$ cat config.mk
export PLATFORM = sky130hd
export DESIGN_NAME = numeric_literal_parser_flat
export DESIGN_NICKNAME = d
export VERILOG_FILES = /design/src/rtl/core/nlp_pkg.sv /design/src/rtl/core/nlp_in_if.sv /design/src/rtl/core/nlp_out_if.sv /design/src/rtl/core/nlp_step.sv /design/src/rtl/core/numeric_literal_parser.sv /design/src/flat_wrapper.sv
export SDC_FILE = /design/constraint.sdc
export NUM_CORES = 1
export LEC_CHECK = 0
export ABC_AREA = 1
export BUFFER_PORTS_ARGS = -buffer_cell sky130_fd_sc_hd__buf_2
export CORE_UTILIZATION = 45
export CTS_BUF_LIST = sky130_fd_sc_hd__clkbuf_16
export DETAILED_ROUTE_END_ITERATION = 10
export PLACE_DENSITY = 0.6
export SETUP_SLACK_MARGIN = 0.02
export SYNTH_ARGS = -nofsm -noshare
export SYNTH_HDL_FRONTEND = slang
export SYNTH_SLANG_ARGS = --single-unit
export TNS_END_PERCENT = 10
$ cat constraint.sdc
create_clock -name clk_i -period 5.52 [get_ports clk_i]
set_input_delay 1.104 -clock clk_i [delete_from_list [all_inputs] [get_ports clk_i]]
set_output_delay 1.104 -clock clk_i [all_outputs]
set_load 0.005 [all_outputs]
$ cat src/rtl/core/nlp_pkg.sv
package nlp_pkg;

  typedef enum logic [2:0] {
    PH_IDLE = 3'd0,
    PH_SIGN = 3'd1,
    PH_ZERO = 3'd2,
    PH_HEX  = 3'd3,
    PH_DEC  = 3'd4
  } phase_e;

  localparam logic [7:0]  CHAR_MINUS      = 8'h2d;
  localparam logic [7:0]  CHAR_UNDERSCORE = 8'h5f;
  localparam logic [7:0]  CHAR_LOWER_X    = 8'h78;
  localparam logic [7:0]  CHAR_ZERO       = 8'h30;
  localparam logic [7:0]  CHAR_NINE       = 8'h39;
  localparam logic [7:0]  CHAR_LOWER_A    = 8'h61;
  localparam logic [7:0]  CHAR_LOWER_F    = 8'h66;
  localparam logic [7:0]  CHAR_UPPER_A    = 8'h41;
  localparam logic [7:0]  CHAR_UPPER_F    = 8'h46;
  localparam logic [11:0] CNT_MAX         = 12'hfff;
  localparam logic [63:0] DEC_LIMIT       = 64'd1844674407370955161;

  typedef struct packed {
    phase_e      phase;
    logic [63:0] acc;
    logic        negative;
    logic [11:0] consumed;
  } state_t;

  typedef struct packed {
    logic [63:0] value;
    logic [11:0] used_count;
    logic [7:0]  stop_char;
    logic        overflow_stop;
  } result_t;

  // {is_digit, nibble}
  function automatic logic [4:0] hex_decode(input logic [7:0] c);
    logic [4:0] r;
    r = 5'd0;
    if (c >= CHAR_ZERO && c <= CHAR_NINE) begin
      r = {1'b1, 4'(c - CHAR_ZERO)};
    end else if (c >= CHAR_LOWER_A && c <= CHAR_LOWER_F) begin
      r = {1'b1, 4'(c - CHAR_LOWER_A + 8'd10)};
    end else if (c >= CHAR_UPPER_A && c <= CHAR_UPPER_F) begin
      r = {1'b1, 4'(c - CHAR_UPPER_A + 8'd10)};
    end
    return r;
  endfunction

  function automatic logic [11:0] bump(input logic [11:0] cnt);
    return (cnt == CNT_MAX) ? cnt : cnt + 12'd1;
  endfunction

endpackage

$ cat src/rtl/core/nlp_in_if.sv
interface nlp_in_if;
  logic       valid;
  logic       ready;
  logic [7:0] char_in;
  logic       begin_req;

  modport source(output valid, output char_in, output begin_req, input ready);
  modport sink(input valid, input char_in, input begin_req, output ready);
endinterface

$ cat src/rtl/core/nlp_out_if.sv
interface nlp_out_if;
  logic        valid;
  logic        ready;
  logic [63:0] value;
  logic [11:0] used_count;
  logic [7:0]  stop_char;
  logic        overflow_stop;

  modport source(output valid, output value, output used_count, output stop_char,
                 output overflow_stop, input ready);
  modport sink(input valid, input value, input used_count, input stop_char,
               input overflow_stop, output ready);
endinterface

$ cat src/rtl/core/nlp_step.sv
module nlp_step (
  input  nlp_pkg::state_t  cur_i,
  input  logic [7:0]       char_i,
  input  logic             begin_i,
  output nlp_pkg::state_t  nxt_o,
  output logic             emit_o,
  output nlp_pkg::result_t res_o
);

  logic [63:0] acc_v;
  logic [11:0] cnt_v;
  logic        neg_v;
  logic        do_start;
  logic        do_dec;
  logic        do_hex;
  logic        finish;
  logic        ovf;
  logic [4:0]  hex_d;
  logic        is_dec;
  logic        is_us;
  logic [63:0] acc_x10;

  assign acc_v   = begin_i ? 64'd0 : cur_i.acc;
  assign cnt_v   = begin_i ? 12'd0 : cur_i.consumed;
  assign neg_v   = begin_i ? 1'b0 : cur_i.negative;
  assign hex_d   = nlp_pkg::hex_decode(char_i);
  assign is_dec  = (char_i >= nlp_pkg::CHAR_ZERO) && (char_i <= nlp_pkg::CHAR_NINE);
  assign is_us   = (char_i == nlp_pkg::CHAR_UNDERSCORE);
  assign acc_x10 = {acc_v[60:0], 3'b000} + {acc_v[62:0], 1'b0} + {60'd0, hex_d[3:0]};

  always_comb begin
    nxt_o          = cur_i;
    nxt_o.acc      = acc_v;
    nxt_o.consumed = cnt_v;
    nxt_o.negative = neg_v;
    do_start = 1'b0;
    do_dec   = 1'b0;
    do_hex   = 1'b0;
    finish   = 1'b0;
    ovf      = 1'b0;

    if (begin_i) begin
      if (char_i == nlp_pkg::CHAR_MINUS) begin
        nxt_o.negative = 1'b1;
        nxt_o.consumed = nlp_pkg::bump(cnt_v);
        nxt_o.phase    = nlp_pkg::PH_SIGN;
      end else begin
        do_start = 1'b1;
      end
    end else begin
      unique case (cur_i.phase)
        nlp_pkg::PH_SIGN: do_start = 1'b1;
        nlp_pkg::PH_ZERO: begin
          if (char_i == nlp_pkg::CHAR_LOWER_X) begin
            nxt_o.consumed = nlp_pkg::bump(cnt_v);
            nxt_o.phase    = nlp_pkg::PH_HEX;
          end else begin
            do_dec = 1'b1;
          end
        end
        nlp_pkg::PH_HEX: do_hex = 1'b1;
        nlp_pkg::PH_DEC: do_dec = 1'b1;
        default: nxt_o.phase = nlp_pkg::PH_IDLE;
      endcase
    end

    if (do_start) begin
      if (char_i == nlp_pkg::CHAR_ZERO) begin
        nxt_o.consumed = nlp_pkg::bump(cnt_v);
        nxt_o.phase    = nlp_pkg::PH_ZERO;
      end else begin
        do_dec = 1'b1;
      end
    end

    if (do_dec) begin
      nxt_o.phase = nlp_pkg::PH_DEC;
      if (is_dec) begin
        if (acc_v > nlp_pkg::DEC_LIMIT) begin
          finish = 1'b1;
          ovf    = 1'b1;
        end else begin
          nxt_o.acc      = acc_x10;
          nxt_o.consumed = nlp_pkg::bump(cnt_v);
        end
      end else if (is_us) begin
        nxt_o.consumed = nlp_pkg::bump(cnt_v);
      end else begin
        finish = 1'b1;
      end
    end

    if (do_hex) begin
      if (hex_d[4]) begin
        if (acc_v[63:60] != 4'd0) begin
          finish = 1'b1;
          ovf    = 1'b1;
        end else begin
          nxt_o.acc      = {acc_v[59:0], hex_d[3:0]};
          nxt_o.consumed = nlp_pkg::bump(cnt_v);
        end
      end else if (is_us) begin
        nxt_o.consumed = nlp_pkg::bump(cnt_v);
      end else begin
        finish = 1'b1;
      end
    end

    if (finish) begin
      nxt_o.phase = nlp_pkg::PH_IDLE;
    end
  end

  assign emit_o              = finish;
  assign res_o.value         = neg_v ? (64'd0 - acc_v) : acc_v;
  assign res_o.used_count    = cnt_v;
  assign res_o.stop_char     = char_i;
  assign res_o.overflow_stop = ovf;

endmodule

$ cat src/rtl/core/numeric_literal_parser.sv
// Streaming integer literal parser, 64-bit result.
// in_i (sink): one text byte per item, char_in plus begin_req marking the
//   first byte of a new token. A begin drops any unfinished token.
// out_o (source): one item per finished token: value (negated mod 2^64 after
//   a leading minus), used_count (saturating at 4095), stop_char and
//   overflow_stop. Bytes that do not end a token give no item.
// Path: an accepted byte is held in the input register and decoded from it;
//   its result, if any, is then written to the output register.
// Throughput: one byte per cycle unless a token-ending byte must wait (see
//   Stall). The per-byte step (times ten plus digit, or shift by four) sits
//   between the input register and the state and result registers.
// Stall: a result waits in the output register; bytes that end no token keep
//   flowing past it. Only a byte that ends a token while the output register
//   is full and out_o.ready is low waits in the input register; ready drops.
// Reset: no token active, both registers empty.
module numeric_literal_parser (
  input  logic         clk_i,
  input  logic         rst_ni,
  nlp_in_if.sink       in_i,
  nlp_out_if.source    out_o
);

  logic              in_valid_q;
  logic [7:0]        char_q;
  logic              begin_q;
  nlp_pkg::state_t   state_q;
  nlp_pkg::state_t   state_d;
  logic              out_valid_q;
  nlp_pkg::result_t  res_q;
  nlp_pkg::result_t  res_d;
  logic              emit;
  logic              advance;
  logic              in_fire;

  nlp_step u_step (
    .cur_i   (state_q),
    .char_i  (char_q),
    .begin_i (begin_q),
    .nxt_o   (state_d),
    .emit_o  (emit),
    .res_o   (res_d)
  );

  assign advance  = in_valid_q && (!emit || !out_valid_q || out_o.ready);
  assign in_i.ready = !in_valid_q || advance;
  assign in_fire  = in_i.valid && in_i.ready;

  always_ff @(posedge clk_i or negedge rst_ni) begin
    if (!rst_ni) begin
      in_valid_q <= 1'b0;
    end else if (in_i.ready) begin
      in_valid_q <= in_i.valid;
    end
  end

  always_ff @(posedge clk_i) begin
    if (in_fire) begin
      char_q  <= in_i.char_in;
      begin_q <= in_i.begin_req;
    end
  end

  always_ff @(posedge clk_i or negedge rst_ni) begin
    if (!rst_ni) begin
      state_q <= '{phase: nlp_pkg::PH_IDLE, acc: 64'd0, negative: 1'b0, consumed: 12'd0};
    end else if (advance) begin
      state_q <= state_d;
    end
  end

  always_ff @(posedge clk_i or negedge rst_ni) begin
    if (!rst_ni) begin
      out_valid_q <= 1'b0;
    end else if (advance && emit) begin
      out_valid_q <= 1'b1;
    end else if (out_o.ready) begin
      out_valid_q <= 1'b0;
    end
  end

  always_ff @(posedge clk_i) begin
    if (advance && emit) begin
      res_q <= res_d;
    end
  end

  assign out_o.valid         = out_valid_q;
  assign out_o.value         = res_q.value;
  assign out_o.used_count    = res_q.used_count;
  assign out_o.stop_char     = res_q.stop_char;
  assign out_o.overflow_stop = res_q.overflow_stop;

`ifndef SYNTHESIS
  a_phase_idle_after_emit: assert property (@(posedge clk_i) disable iff (!rst_ni)
    advance && emit |=> state_q.phase == nlp_pkg::PH_IDLE)
    else $error("token still active after its result");

  a_no_emit_over_full: assert property (@(posedge clk_i) disable iff (!rst_ni)
    out_valid_q && !out_o.ready && emit |-> !advance)
    else $error("result overwrote a pending one");

  a_ovf_on_digit: assert property (@(posedge clk_i) disable iff (!rst_ni)
    out_valid_q && res_q.overflow_stop |-> nlp_pkg::hex_decode(res_q.stop_char) != 5'd0)
    else $error("overflow stop on a non-digit byte");
`endif

endmodule
$ cat src/flat_wrapper.sv
// flat-port wrapper written by rule: the top's interface ports become plain ports
module numeric_literal_parser_flat 
  (clk_i, rst_ni, in_i_valid, in_i_char_in, in_i_begin_req, in_i_ready, out_o_valid, out_o_value, out_o_used_count, out_o_stop_char, out_o_overflow_stop, out_o_ready);
  nlp_in_if in_i_i ();
  nlp_out_if out_o_i ();
  input  logic clk_i;
  input  logic rst_ni;
  input wire logic [$bits(in_i_i.valid)-1:0] in_i_valid;
  input wire logic [$bits(in_i_i.char_in)-1:0] in_i_char_in;
  input wire logic [$bits(in_i_i.begin_req)-1:0] in_i_begin_req;
  output wire logic [$bits(in_i_i.ready)-1:0] in_i_ready;
  output wire logic [$bits(out_o_i.valid)-1:0] out_o_valid;
  output wire logic [$bits(out_o_i.value)-1:0] out_o_value;
  output wire logic [$bits(out_o_i.used_count)-1:0] out_o_used_count;
  output wire logic [$bits(out_o_i.stop_char)-1:0] out_o_stop_char;
  output wire logic [$bits(out_o_i.overflow_stop)-1:0] out_o_overflow_stop;
  input wire logic [$bits(out_o_i.ready)-1:0] out_o_ready;
  assign in_i_i.valid = in_i_valid;
  assign in_i_i.char_in = in_i_char_in;
  assign in_i_i.begin_req = in_i_begin_req;
  assign in_i_ready = in_i_i.ready;
  assign out_o_valid = out_o_i.valid;
  assign out_o_value = out_o_i.value;
  assign out_o_used_count = out_o_i.used_count;
  assign out_o_stop_char = out_o_i.stop_char;
  assign out_o_overflow_stop = out_o_i.overflow_stop;
  assign out_o_i.ready = out_o_ready;
  numeric_literal_parser u_core (.clk_i(clk_i), .rst_ni(rst_ni), .in_i(in_i_i), .out_o(out_o_i));
endmodule
==> metrics.yaml, run 1 <==
synth:
  muxShareOfSynthArea_pct: 0
  synth_edf_count: 94
  synth_xor_area_share_pct: 2.853
  yosysTopAreaCellShare_pct: 18.45
  yosys.area.top_type: "nand2_1"
  synth-seq-cells: 176
  synth_fa_ha_area_share_pct: 9.524
  ys_seq_area_share_pct: 27.86
  yosys.area_share.simple_pct: 35.92
  netlist_instances: 2791
  synth_fp_nets: 2936
  synthTopCellsByArea: "nand2_1 (18%), edfxtp_1 (16%), dfrtp_1 (12%)"
  synth_warnings: 0
  synth_area_sq_um: 17500
  synth_top_family_by_area: "simple AND/OR/NAND/NOR gates"
  synth_ff_type: "edfxtp_1"
  synth-compound-area-share_pct: 12.39
  synth.distinct_cells: 50
  async_flop_share_pct: 46.59
  syn_avg_cell_area_sq_um: 6.269
worst_setup_path:
  worstPathRequired_ns: 5.93
  crit_fanout: 7
  critPathLaunchType: "flip-flop"
  worstSetupEndpointType: "flip-flop"
  cp.arrival_ns: 5.46
  path_class: "reg2reg"
pwr:
  combinationalPowerShare_pct: 22.0
  p_sw_share_pct: 34.02
  vdd_drop_max_mv: 0.1815
  power_density_nw_per_um2: 186.4
  cellLeakagePower_nw: 10.52
  internal_power_mw: 2.343
  power.net_switching_mw: 1.208
  seq_power_share_pct: 43.3
  clkPwrFrac_pct: 34.7
cells_and_area:
  final_nets: 3012
  drive_above_1_share_pct: 6.840
  ff_latch_area_sq_um: 4875
  area_delta_synth_final_pct: 8.895
  fill_cells: 3975
  multi_input_area_sq_um: 10630
  diodes: 0
clock_tree:
  path_clk_slew_ns: 0.07
  clock_sinks: 176
  postCtsHoldBufs: 0
  numCtsBuffers: 17
  cts.path.max_buffers: 2
  root_buffer: "clkbuf_16"
  cts-resized-gates: 0
  cts_tree: "done"
  cts_setup_buffers: 0
  h-tree-depth: 4
  insertion_delay_ns: 0.48
route:
  ant_nets: 0
  drc: 0
  dr_wl_met3_um: 6420
  dr_total_vias: 18880
  drtIter0Drc: 2093
  wl_met2_um: 29800
  wl_per_cell_um: 20.22
  first_pass_iters: 6
  drt-total-wl_um: 68580
  top_layer: "met4"
  viasPerCell: 5.568
  wl_met1_um: 30790
die:
  die_height_um: 199.2
  initial_utilization_pct: 46.13
  die_w_um: 199.2
  rows: 71
  pin_count: 100
  die_area_sq_um: 39680
  fp.coreArea_sq_um: 37930
sta:
  min_period_ns: 5.056
  timing.slew.headroom_pct: 32.71
  finClkSkew_ns: 0.01713
  tightestPinTransition_ns: 1.009
  setup_viol: 0
  slew_violations: 0
  fin_setup_tns_ns: 0
  post-route-period-util_pct: 91.60
  hold_viol: 0
  fmaxAchievable_ghz: 0.1978
  layout_setup_ws_ns: 0.4638
  rsz0062_at_grt: "false"
min_path:
  holdCritPathClass: "reg2reg"
flow_run:
  max-cap-violations: 0
placement:
  io_buffers: 99
  dp_hpwl_um: 54550
  gp_congestion: 1.006
  dp_slack_ns: 0.4941
global_routing:
  antenna_found_initial: 0
  grtUsageTotal_pct: 35.31
  grt_pass1_vias: 17733
  grt_max_degree: 75
  grt_pass1_wl_um: 104600
  overflow: 0
outcome:
  status: "complete, no violations"
## power by group through the flow
stage | logic [mW] | registers [mW] | clock network (mW)
2_1_floorplan | 0.501 | 1.56 | 0
3_3_place_gp | 0.759 | 1.56 | 0
3_5_place_dp | 0.761 | 1.56 | 0
4_1_cts | 0.763 | 1.54 | 1.25
5_1_grt | 0.864 | 1.55 | 1.30
6_report | 0.781 | 1.54 | 1.23
## final cells by class
cell class                      count  area share, %
Multi-Input combinational cell   2115          55.78
Sequential cell                   176          25.58
Inverter                          433          8.549
Timing Repair Buffer              124          3.730
Tap cell                          511          3.355
Clock buffer                       17          2.233
Clock inverter                     15         0.7748
## cell families after synthesis
family / count (synthesis)
simple gates: 1528
buf+inv: 500
compound gates: 398
flops: 176
fa+ha+maj: 132
xor+xnor: 57
## through the flow
stage,area [sq um],hold WS [ns],instances,power [mW],utilization [%]
after floorplan,17500,0.4415,2791,2.058,-
after global placement,18480,0.4642,3359,2.322,48.72
after detailed placement,18480,0.4653,3359,2.326,48.72
after CTS,19050,0.4836,3391,3.548,50.23
after global routing,19050,0.5058,3391,3.710,50.23
final,19050,0.4801,3391,3.551,50.23
## worst max-delay path, cell delays in order (launching register included)
cell,delay (ns)
edfxtp_1,0.47
inv_1,0.16
ha_1,0.26
o311ai_2,0.47
inv_1,0.26
o211ai_1,0.22
nand2_1,0.11
fa_1,0.50
inv_1,0.08
fa_1,0.53
nand2_1,0.11
nand2_1,0.07
nand3_1,0.07
nand2_1,0.14
nand2_1,0.09
nand2_1,0.12
nand2_1,0.09
nand2_1,0.13
nand2_1,0.11
nand3_1,0.16
nand2_1,0.10
inv_1,0.04
o21ai_0,0.38
nand2_1,0.09
nand2_1,0.08
nand3_1,0.07
nand2_1,0.10
## path summary, 6_finish.rpt
path,from,end,slack [ns],cells past startpoint
setup / recovery,u_core.char_q[0]$_DFFE_PP_,u_core.state_q[61]$_DFFE_PN0P_,0.46,26
hold / removal,u_core.state_q[51]$_DFFE_PN0P_,u_core.state_q[51]$_DFFE_PN0P_,0.48,2
setup reg to reg,u_core.char_q[0]$_DFFE_PP_,u_core.state_q[61]$_DFFE_PN0P_,0.46,26
hold reg to reg,u_core.state_q[51]$_DFFE_PN0P_,u_core.state_q[51]$_DFFE_PN0P_,0.48,2
max in group asynchronous,rst_ni,u_core.state_q[51]$_DFFE_PN0P_,3.71,2
min in group asynchronous,rst_ni,u_core.state_q[21]$_DFFE_PN0P_,0.78,1
## cells in the mapped netlist (2+ instances only)
master      n
buf_2      21
buf_6       8
nand3b_1    7
fa_1        2
dfrtp_1    82
buf_1       4
o21ai_1    37
nand3_2     5
o22ai_1    14
nand2_1   860
xnor2_1    20
and3_1      3
a21oi_1   127
inv_1     426
nand4_1    30
clkbuf_1   26
o211ai_1   12
nor3_1     36
nor2_1    351
o21a_1      2
o21ai_0   156
or2_1       2
a31oi_1    13
nand2_4     2
o31ai_1     4
nor2_2      9
xor2_1     37
a21o_1      7
o21bai_1   19
buf_4       7
inv_2       4
or2_2      11
nor4_1      8
edfxtp_1   94
ha_1      130
nand3_1   200
clkinv_1    2
## state kept, by name (all words and copies together) (netlist names), named ones only
register,cells
u_core.begin_q,1
u_core.char_q,8
u_core.in_valid_q,1
u_core.out_o.overflow_stop,1
u_core.out_o.stop_char,8
u_core.out_o.used_count,12
u_core.out_o.valid,1
u_core.out_o.value,64
u_core.state_q,79
## metal layers
metal | global-route usage, % | vias up
met5 | 0 | -
met4 | 10.57 | 0
met3 | 6.363 | 83
met2 | 54.47 | 926
met1 | 49.83 | 8748
li1 | - | 9123
## layout by cell type (no fill, tap or decap), types with 3 or more instances in the layout
master,count
nand2_1,859
inv_1,425
nor2_1,351
nand3_1,200
o21ai_0,156
ha_1,130
a21oi_1,127
buf_2,98
edfxtp_1,94
dfrtp_1,82
xor2_1,37
o21ai_1,37
nor3_1,36
nand4_1,30
buf_4,24
xnor2_1,20
o21bai_1,19
clkbuf_16,17
o22ai_1,14
a31oi_1,13
o211ai_1,12
or2_2,11
nor2_2,8
nor4_1,8
nand3b_1,7
a21o_1,7
inv_2,5
nand3_2,5
inv_6,5
o31ai_1,4
and3_1,3
clkinv_2,3
clkinv_4,3
inv_8,3
No activity file was read; power rests on OpenSTA's default activity.
==> run 2, diff against run 1 <==
--- a/config.mk
+++ b/config.mk
@@ -7,6 +7,7 @@
 export LEC_CHECK = 0
 export ABC_AREA = 1
 export BUFFER_PORTS_ARGS = -buffer_cell sky130_fd_sc_hd__buf_2
+export CAP_MARGIN = 20
 export CORE_UTILIZATION = 45
 export CTS_BUF_LIST = sky130_fd_sc_hd__clkbuf_16
 export DETAILED_ROUTE_END_ITERATION = 10
@@ -14,5 +15,6 @@
 export SETUP_SLACK_MARGIN = 0.02
 export SYNTH_ARGS = -nofsm -noshare
 export SYNTH_HDL_FRONTEND = slang
+export SYNTH_HIERARCHICAL = 1
 export SYNTH_SLANG_ARGS = --single-unit
 export TNS_END_PERCENT = 10
==> metrics.yaml, run 2 <==
outcome:
  status: "complete, no violations"  # unchanged
global_routing:
  overflow: 0  # unchanged
  antenna_found_initial: 1  # was 0
  grt_pass1_wl_um: 103100  # was 104600 um
  grtUsageTotal_pct: 35.04  # was 35.31%
  grt_max_degree: 98  # was 75
  grt_pass1_vias: 17323  # was 17733
sta:
  rsz0062_at_grt: "false"  # unchanged
  timing.slew.headroom_pct: 24.56  # was 32.71%
  finClkSkew_ns: 0.02354  # was 0.01713 ns
  setup_viol: 0  # unchanged
  hold_viol: 0  # unchanged
  fin_setup_tns_ns: 0  # unchanged
  fmaxAchievable_ghz: 0.1989  # was 0.1978 GHz
  min_period_ns: 5.027  # was 5.056 ns
  slew_violations: 0  # unchanged
  post-route-period-util_pct: 91.08  # was 91.60%
  tightestPinTransition_ns: 1.132  # was 1.009 ns
worst_setup_path:
  rrSetupSlack_ns: 0.52  # was 0.46 ns
  crit_fanout: 25  # was 7
  timing.rr.start: "u_core/char_q[0]$_DFFE_PP_"  # was u_core.char_q[0]$_DFFE_PP_
  cp.arrival_ns: 3.92  # was 5.46 ns
  worstSetupEndpointType: "primary output"  # was flip-flop
  critPathLaunchType: "flip-flop"  # unchanged
  startpoint: "u_core/begin_q$_DFFE_PP_"  # was u_core.char_q[0]$_DFFE_PP_
  path_class: "reg2out"  # was reg2reg
  worstPathRequired_ns: 4.42  # was 5.93 ns
pwr:
  vdd_drop_max_mv: 0.2284  # was 0.1815 mV
  clkPwrFrac_pct: 33.6  # was 34.7%
  power.net_switching_mw: 1.227  # was 1.208 mW
  power_mw: 3.570  # was 3.551 mW
  combinationalPowerShare_pct: 22.9  # was 22.0%
  seq_power_share_pct: 43.5  # was 43.3%
  internal_power_mw: 2.343  # about the same
  power_density_nw_per_um2: 189.7  # was 186.4 nW/um^2
  cellLeakagePower_nw: 10.11  # was 10.52 nW
  p_sw_share_pct: 34.38  # was 34.02%
min_path:
  holdCritPathClass: "reg2reg"  # unchanged
  hold_start: "u_core/state_q[1]$_DFFE_PN0P_"  # was u_core.state_q[51]$_DFFE_PN0P_
cells_and_area:
  multi_input_area_sq_um: 10640  # was 10630 sq um
  drive_above_1_share_pct: 8.472  # was 6.840%
  regMostFlops: "u_core/state_q"  # was u_core.state_q
  final_common_cell: "nand2_1"  # unchanged
  final_nets: 2894  # was 3012
  fill_cells: 4059  # was 3975
  diodes: 0  # unchanged
  area_delta_synth_final_pct: 8.288  # was 8.895%
  largest_register_ff_count: 80  # was 79
  mostFrequentLayoutCells: "nand2_1 (739), inv_1 (348), nor2_1 (336)"  # was nand2_1 (859), inv_1 (425), nor2_1 (351)
  ff_latch_area_sq_um: 4876  # was 4875 sq um
clock_tree:
  h-tree-depth: 4  # unchanged
  clock_sinks: 176  # unchanged
  root_buffer: "clkbuf_16"  # unchanged
  insertion_delay_ns: 0.49  # was 0.48 ns
  cts-resized-gates: 0  # unchanged
  postCtsHoldBufs: 0  # unchanged
  cts.path.max_buffers: 2  # unchanged
  numCtsBuffers: 17  # unchanged
  cts_setup_buffers: 0  # unchanged
  cts_tree: "done"  # unchanged
  path_clk_slew_ns: 0.07  # about the same
placement:
  dp_hpwl_um: 52730  # was 54550 um
  io_buffers: 99  # unchanged
  gp_congestion: 1.055  # was 1.006
synth:
  synth_fp_nets: 2831  # was 2936
  synthTopCellsByArea: "edfxtp_1 (16%), nand2_1 (16%), dfrtp_1 (12%)"  # was nand2_1 (18%), edfxtp_1 (16%), dfrtp_1 (12%)
  syn_avg_cell_area_sq_um: 6.469  # was 6.269 sq um
  synth.distinct_cells: 59  # was 50
  synth_area_sq_um: 17380  # was 17500 sq um
  synth_warnings: 6  # was 0
  synth_most_common_cell: "nand2_1"  # unchanged
  yosysTopAreaCellShare_pct: 16.25  # was 18.45%
  synth_ff_type: "edfxtp_1"  # unchanged
  async_flop_share_pct: 46.59  # unchanged
  yosys.area.top_type: "edfxtp_1"  # was nand2_1
  synth_commonest_cells: "nand2_1 (741), inv_1 (348), nor2_1 (336)"  # was nand2_1 (860), inv_1 (426), nor2_1 (351)
  netlist_instances: 2686  # was 2791
  synth_edf_count: 94  # unchanged
  ys_seq_area_share_pct: 28.06  # was 27.86%
  synth-seq-cells: 176  # unchanged
route:
  wl_per_cell_um: 20.92  # was 20.22 um
  drt-total-wl_um: 68490  # was 68580 um
  first_pass_iters: 5  # was 6
  drtIter0Drc: 2096  # was 2093
  dr_total_vias: 18667  # was 18880
  viasPerCell: 5.703  # was 5.568
  ant_nets: 0  # unchanged
  drc: 0  # unchanged
die:
  initial_utilization_pct: 45.91  # was 46.13%
  pin_count: 100  # unchanged
  die_w_um: 198.5  # was 199.2 um
  rows: 71  # unchanged
  fp.coreArea_sq_um: 37840  # was 37930 sq um
  die_height_um: 198.5  # was 199.2 um
  die_area_sq_um: 39400  # was 39680 sq um
flow_run:
  max-cap-violations: 0  # unchanged
==> run 2: cell types whose count changed in the layout (fill, tap and decap cells not counted), moves of 11 or more <==
cell     change
nand2_1    -120
inv_1       -77
o21ai_0     +34
a21oi_1     +24
nand2_2     +15
nor2_1      -15
inv_2       +11
==> run 2: cell families (layout without fill, tap and decap cells) <==
| logic type | count (synthesis) | after routing | share of synthesized area [%] |
|---|---|---|---|
| buf+inv | 446 | 522 | 10.79 |
| fa+ha+maj | 132 | 132 | 9.592 |
| compound gates | 449 | 449 | 13.78 |
| flops | 176 | 176 | 28.06 |
| simple gates | 1428 | 1428 | 35.01 |
| xor+xnor | 55 | 55 | 2.772 |
==> run 2: per-layer routing <==
layer  routed length, um  global-route usage (%)  share of wire [%]  vias to the layer above
li1                    -                       -                  -                     8901
met1               31080                   49.86                 45                     8737
met2               29080                   52.27                 42                      903
met3                6139                   6.612                9.0                      124
met4                2166                   13.08                3.2                        2
met5                  13                       0              0.019                        -
==> run 2: cell type report <==
| type | count | area share [%] |
|---|---|---|
| inverters | 365 | 7.302 |
| clock inverters | 15 | 0.6317 |
| flip-flops and latches | 176 | 25.91 |
| well taps | 511 | 3.398 |
| repair buffers | 125 | 3.950 |
| multi-input cells | 2064 | 56.54 |
| clock buffers | 17 | 2.261 |
==> run 2: critical path: stages (launching register included) <==
cell	delay, ns
edfxtp_1	0.45
inv_2	0.54
nand2_1	0.24
inv_1	0.38
nand2_1	0.13
nor2_1	0.15
nand3_1	0.14
nor2_1	0.29
nand2_1	0.10
nand2_1	0.08
nand2_2	0.11
nand2_2	0.10
nand2_1	0.07
o21ai_0	0.16
buf_4	0.17
nand4_1	0.14
buf_2	0.18
==> run 2: path summary, 6_finish.rpt <==
| path | endpoint | cells past startpoint |
|---|---|---|
| worst max-delay path | in_i_ready | 16 |
| worst min register to register | u_core/state_q[1]$_DFFE_PN0P_ | 2 |
| worst min-delay path | u_core/state_q[1]$_DFFE_PN0P_ | 2 |
| worst max register to register | u_core/state_q[63]$_DFFE_PN0P_ | 28 |
| max in group asynchronous | u_core/state_q[34]$_DFFE_PN0P_ | 2 |
| min in group asynchronous | u_core/state_q[7]$_DFFE_PN0P_ | 1 |
==> run 2: power groups by stage <==
stage,clock network [mW],logic [mW],registers [mW]
3_5_place_dp,0,0.803,1.58
2_1_floorplan,0,0.508,1.57
5_1_grt,1.26,0.889,1.56
4_1_cts,1.22,0.804,1.55
6_report,1.20,0.818,1.55
3_3_place_gp,0,0.798,1.58
==> run 2: stage by stage <==
stage	utilization, %	instance area, sq um	hold slack, ns	setup slack, ns	cells
floorplan	-	17380	0.4419	1.042	2686
global placement	48.28	18270	0.4505	0.7367	3241
detailed placement	48.28	18270	0.4580	0.5968	3241
CTS	49.72	18820	0.4759	0.5088	3273
global route	49.72	18820	0.4900	0.1257	3273
finish	49.72	18820	0.4725	0.4925	3273
==> run 3, diff against run 2 <==
--- a/config.mk
+++ b/config.mk
@@ -5,7 +5,6 @@
 export SDC_FILE = /design/constraint.sdc
 export NUM_CORES = 1
 export LEC_CHECK = 0
-export ABC_AREA = 1
 export BUFFER_PORTS_ARGS = -buffer_cell sky130_fd_sc_hd__buf_2
 export CAP_MARGIN = 20
 export CORE_UTILIZATION = 45
==> metrics.yaml, run 3 <==
outcome:
  status: "complete, no violations"  # unchanged
cells_and_area:
  final_common_cell: "nand2_1"  # unchanged
  area_delta_synth_final_pct: 7.624  # was 8.288%
  fin_cells: 2531  # was 3273
  fin_util_pct: 49.63  # was 49.72%
  final_nets: 2159  # was 2894
  mostFrequentLayoutCells: "nand2_1 (244), nor2_1 (176), ha_1 (130)"  # was nand2_1 (739), inv_1 (348), nor2_1 (336)
  fill_cells: 3591  # was 4059
  drive_above_1_share_pct: 14.31  # was 8.472%
  largest_register_ff_count: 80  # unchanged
  diodes: 0  # unchanged
  regMostFlops: "u_core/state_q"  # unchanged
flow_run:
  max-cap-violations: 0  # unchanged
route:
  ant_nets: 0  # unchanged
  wl_per_cell_um: 20.42  # was 20.92 um
  drt-total-wl_um: 51690  # was 68490 um
  first_pass_iters: 5  # unchanged
  viasPerCell: 6.089  # was 5.703
  drc: 0  # unchanged
  drtIter0Drc: 1265  # was 2096
  dr_total_vias: 15410  # was 18667
worst_setup_path:
  slowest_stage: "o41ai_1"  # was inv_2
  path_delay_family: "simple AND/OR/NAND/NOR gates"  # unchanged
  path_class: "reg2out"  # unchanged
  worstSetupEndpointType: "primary output"  # unchanged
  critPathLaunchType: "flip-flop"  # unchanged
  path_cells: "buf_12 > buf_4 > nor2b_1 > nand4_1 > o41ai_1 > buf_4 > a21oi_1 > or2_2 > nand2_1 > nand2_1 > o21ai_4 > nand3_1 > buf_2"  # was inv_2 > nand2_1 > inv_1 > nand2_1 > nor2_1 > nand3_1 > nor2_1 > nand2_1 > nand2_1 > nand2_2 > nand2_2 > nand2_1 > o21ai_0 > buf_4 > nand4_1 > buf_2
  cp_num_buf_inv: 4  # unchanged
  critPathMaxStageDelay_ns: 0.68  # was 0.54 ns
  worstPathRequired_ns: 4.42  # about the same
  crit_fanout: 90  # was 25
  cp.arrival_ns: 4.07  # was 3.92 ns
sta:
  fmaxAchievable_ghz: 0.1933  # was 0.1989 GHz
  min_period_ns: 5.173  # was 5.027 ns
  post-route-period-util_pct: 93.71  # was 91.08%
  fin_setup_tns_ns: 0  # unchanged
  slew_violations: 0  # unchanged
  hold_viol: 0  # unchanged
  setup_viol: 0  # unchanged
  rsz0062_at_grt: "false"  # unchanged
  fin_hold_ws_ns: 0.5331  # was 0.4725 ns
  tightestPinTransition_ns: 1.140  # was 1.132 ns
  finClkSkew_ns: 0.01475  # was 0.02354 ns
  timing.slew.headroom_pct: 24.00  # was 24.56%
clock_tree:
  insertion_delay_ns: 0.47  # was 0.49 ns
  clock_sinks: 176  # unchanged
  numCtsBuffers: 17  # unchanged
  h-tree-depth: 4  # unchanged
  cts_tree: "done"  # unchanged
  root_buffer: "clkbuf_16"  # unchanged
  path_clk_slew_ns: 0.07  # about the same
  cts.path.max_buffers: 2  # unchanged
synth:
  synth_most_common_cell: "nand2_1"  # unchanged
  netlist_instances: 2019  # was 2686
  synth_warnings: 6  # unchanged
  synth.distinct_cells: 82  # was 59
  synth_top_family_by_area: "simple AND/OR/NAND/NOR gates"  # unchanged
  synth_ff_type: "edfxtp_1"  # unchanged
  synth_area_sq_um: 17000  # was 17380 sq um
  synth_xor_area_share_pct: 6.491  # was 2.772%
  synth_edf_count: 94  # unchanged
  ys_seq_area_share_pct: 28.67  # was 28.06%
  synth_fp_nets: 2164  # was 2831
  async_flop_share_pct: 46.59  # unchanged
  synthTopCellsByArea: "edfxtp_1 (17%), dfrtp_1 (12%), ha_1 (9.6%)"  # was edfxtp_1 (16%), nand2_1 (16%), dfrtp_1 (12%)
  synth_commonest_cells: "nand2_1 (244), nor2_1 (177), ha_1 (130)"  # was nand2_1 (741), inv_1 (348), nor2_1 (336)
  yosys.area_share.simple_pct: 26.67  # was 35.01%
  synth-seq-cells: 176  # unchanged
  synth_fa_ha_area_share_pct: 9.802  # was 9.592%
  synth-compound-area-share_pct: 22.05  # was 13.78%
  muxShareOfSynthArea_pct: 1.023  # was 0%
  syn_avg_cell_area_sq_um: 8.421  # was 6.469 sq um
  yosysTopAreaCellShare_pct: 16.60  # was 16.25%
  yosys.area.top_type: "edfxtp_1"  # unchanged
placement:
  gp_congestion: 0.9296  # was 1.055
  io_buffers: 99  # unchanged
  dp_hpwl_um: 35730  # was 52730 um
  dpl.cell_count: 2496  # was 3241
global_routing:
  grt_max_degree: 93  # was 98
  grtUsageTotal_pct: 26.79  # was 35.04%
  grt_pass1_wl_um: 82250  # was 103100 um
  grt_pass1_vias: 14763  # was 17323
  overflow: 0  # unchanged
  antenna_found_initial: 0  # was 1
pwr:
  power_mw: 3.464  # was 3.570 mW
  vdd_drop_max_mv: 0.2186  # was 0.2284 mV
  cellLeakagePower_nw: 8.165  # was 10.11 nW
  power_density_nw_per_um2: 189.3  # was 189.7 nW/um^2
die:
  die_w_um: 196.4  # was 198.5 um
  die_area_sq_um: 38570  # was 39400 sq um
  fp.coreArea_sq_um: 36870  # was 37840 sq um
  die_height_um: 196.4  # was 198.5 um
  pin_count: 100  # unchanged
  rows: 70  # was 71
  initial_utilization_pct: 46.11  # was 45.91%
min_path:
  holdCritPathClass: "reg2reg"  # unchanged
==> run 3: changes by cell type after synthesis, sizes merged, moves of 74 or more <==
cell    delta
nor2     -176
nor2b     +74
nand2b   +104
nand3    -178
o21ai    -115
inv      -337
o211ai    +81
nand4b    +85
nand2    -516
==> run 3: timing repair <==
action | in CTS | in global routing
pin swaps | 0 | 1
resized for setup | 1 | 6
hold buffers | 0 | 0
buffers inserted | 0 | 2
endpoints found under the hold margin | 0 | 0
endpoints found under the setup margin | 2 | 16
==> run 3: worst register-to-register path, delay by kind of cell (launching register included) <==
| kind | cells | cell delay, ns |
|---|---|---|
| flip-flops | 1 | 0.35 |
| buffers and inverters | 2 | 0.15 |
| AO/OA/AOI/OAI | 8 | 1.72 |
| AND/OR/NAND/NOR | 7 | 1.51 |
| adder cells (fa/ha/maj) | 3 | 1.01 |
| multiplexers | 1 | 0.37 |
==> run 3: area by class of cell <==
| type | instances | area (sq um) | share of cell area [%] |
|---|---|---|---|
| repair buffers | 135 | 828.3 | 4.526 |
| clock buffers | 17 | 425.4 | 2.325 |
| multi-input cells | 1655 | 11290 | 61.70 |
| clock inverters | 15 | 135.1 | 0.7385 |
| flip-flops and latches | 176 | 4881 | 26.67 |
| inverters | 29 | 108.9 | 0.5949 |
| well taps | 504 | 630.6 | 3.446 |
==> run 3: worst paths after layout <==
kind | from | end | slack [ns] | cells past startpoint
min in group asynchronous | rst_ni | u_core/state_q[74]$_DFFE_PN0P_ | 0.71 | 1
hold reg to reg | u_core/state_q[9]$_DFFE_PN0P_ | u_core/state_q[9]$_DFFE_PN0P_ | 0.53 | 2
hold / removal | u_core/state_q[9]$_DFFE_PN0P_ | u_core/state_q[9]$_DFFE_PN0P_ | 0.53 | 2
max in group asynchronous | rst_ni | u_core/state_q[41]$_DFFE_PN0P_ | 3.76 | 2
setup / recovery | u_core/begin_q$_DFFE_PP_ | in_i_ready | 0.35 | 13
setup reg to reg | u_core/char_q[0]$_DFFE_PP_ | u_core/state_q[74]$_DFFE_PN0P_ | 0.35 | 21
==> run 3: through the flow <==
| step | cell area [sq um] | setup slack [ns] |
|---|---|---|
| floorplan | 17010 | 0.1166 |
| global placement | 17680 | 0.1972 |
| detailed placement | 17680 | -0.08857 |
| CTS | 18250 | 0.03014 |
| global route | 18300 | 0.01638 |
| finish | 18300 | 0.3474 |
==> run 3: where the power goes <==
group / internal [mW] / switching (mW)
logic: 0.220 / 0.484
clock network: 0.627 / 0.581
registers: 1.48 / 0.0668
==> run 3: kinds of logic after synthesis <==
logic type,Yosys count
AO/OA/AOI/OAI,520
buffers and inverters,188
adder cells (fa/ha/maj),132
XOR/XNOR,126
flip-flops,176
multiplexers,17
AND/OR/NAND/NOR,860
==> run 3: routing by layer <==
| metal | wire, um | GRT usage, % | up-vias |
|---|---|---|---|
| li1 | - | - | 7324 |
| met1 | 23300 | 36.05 | 7547 |
| met2 | 24700 | 45.04 | 495 |
| met3 | 2887 | 3.884 | 44 |
| met4 | 802 | 6.626 | 0 |
| met5 | 0 | 0 | - |
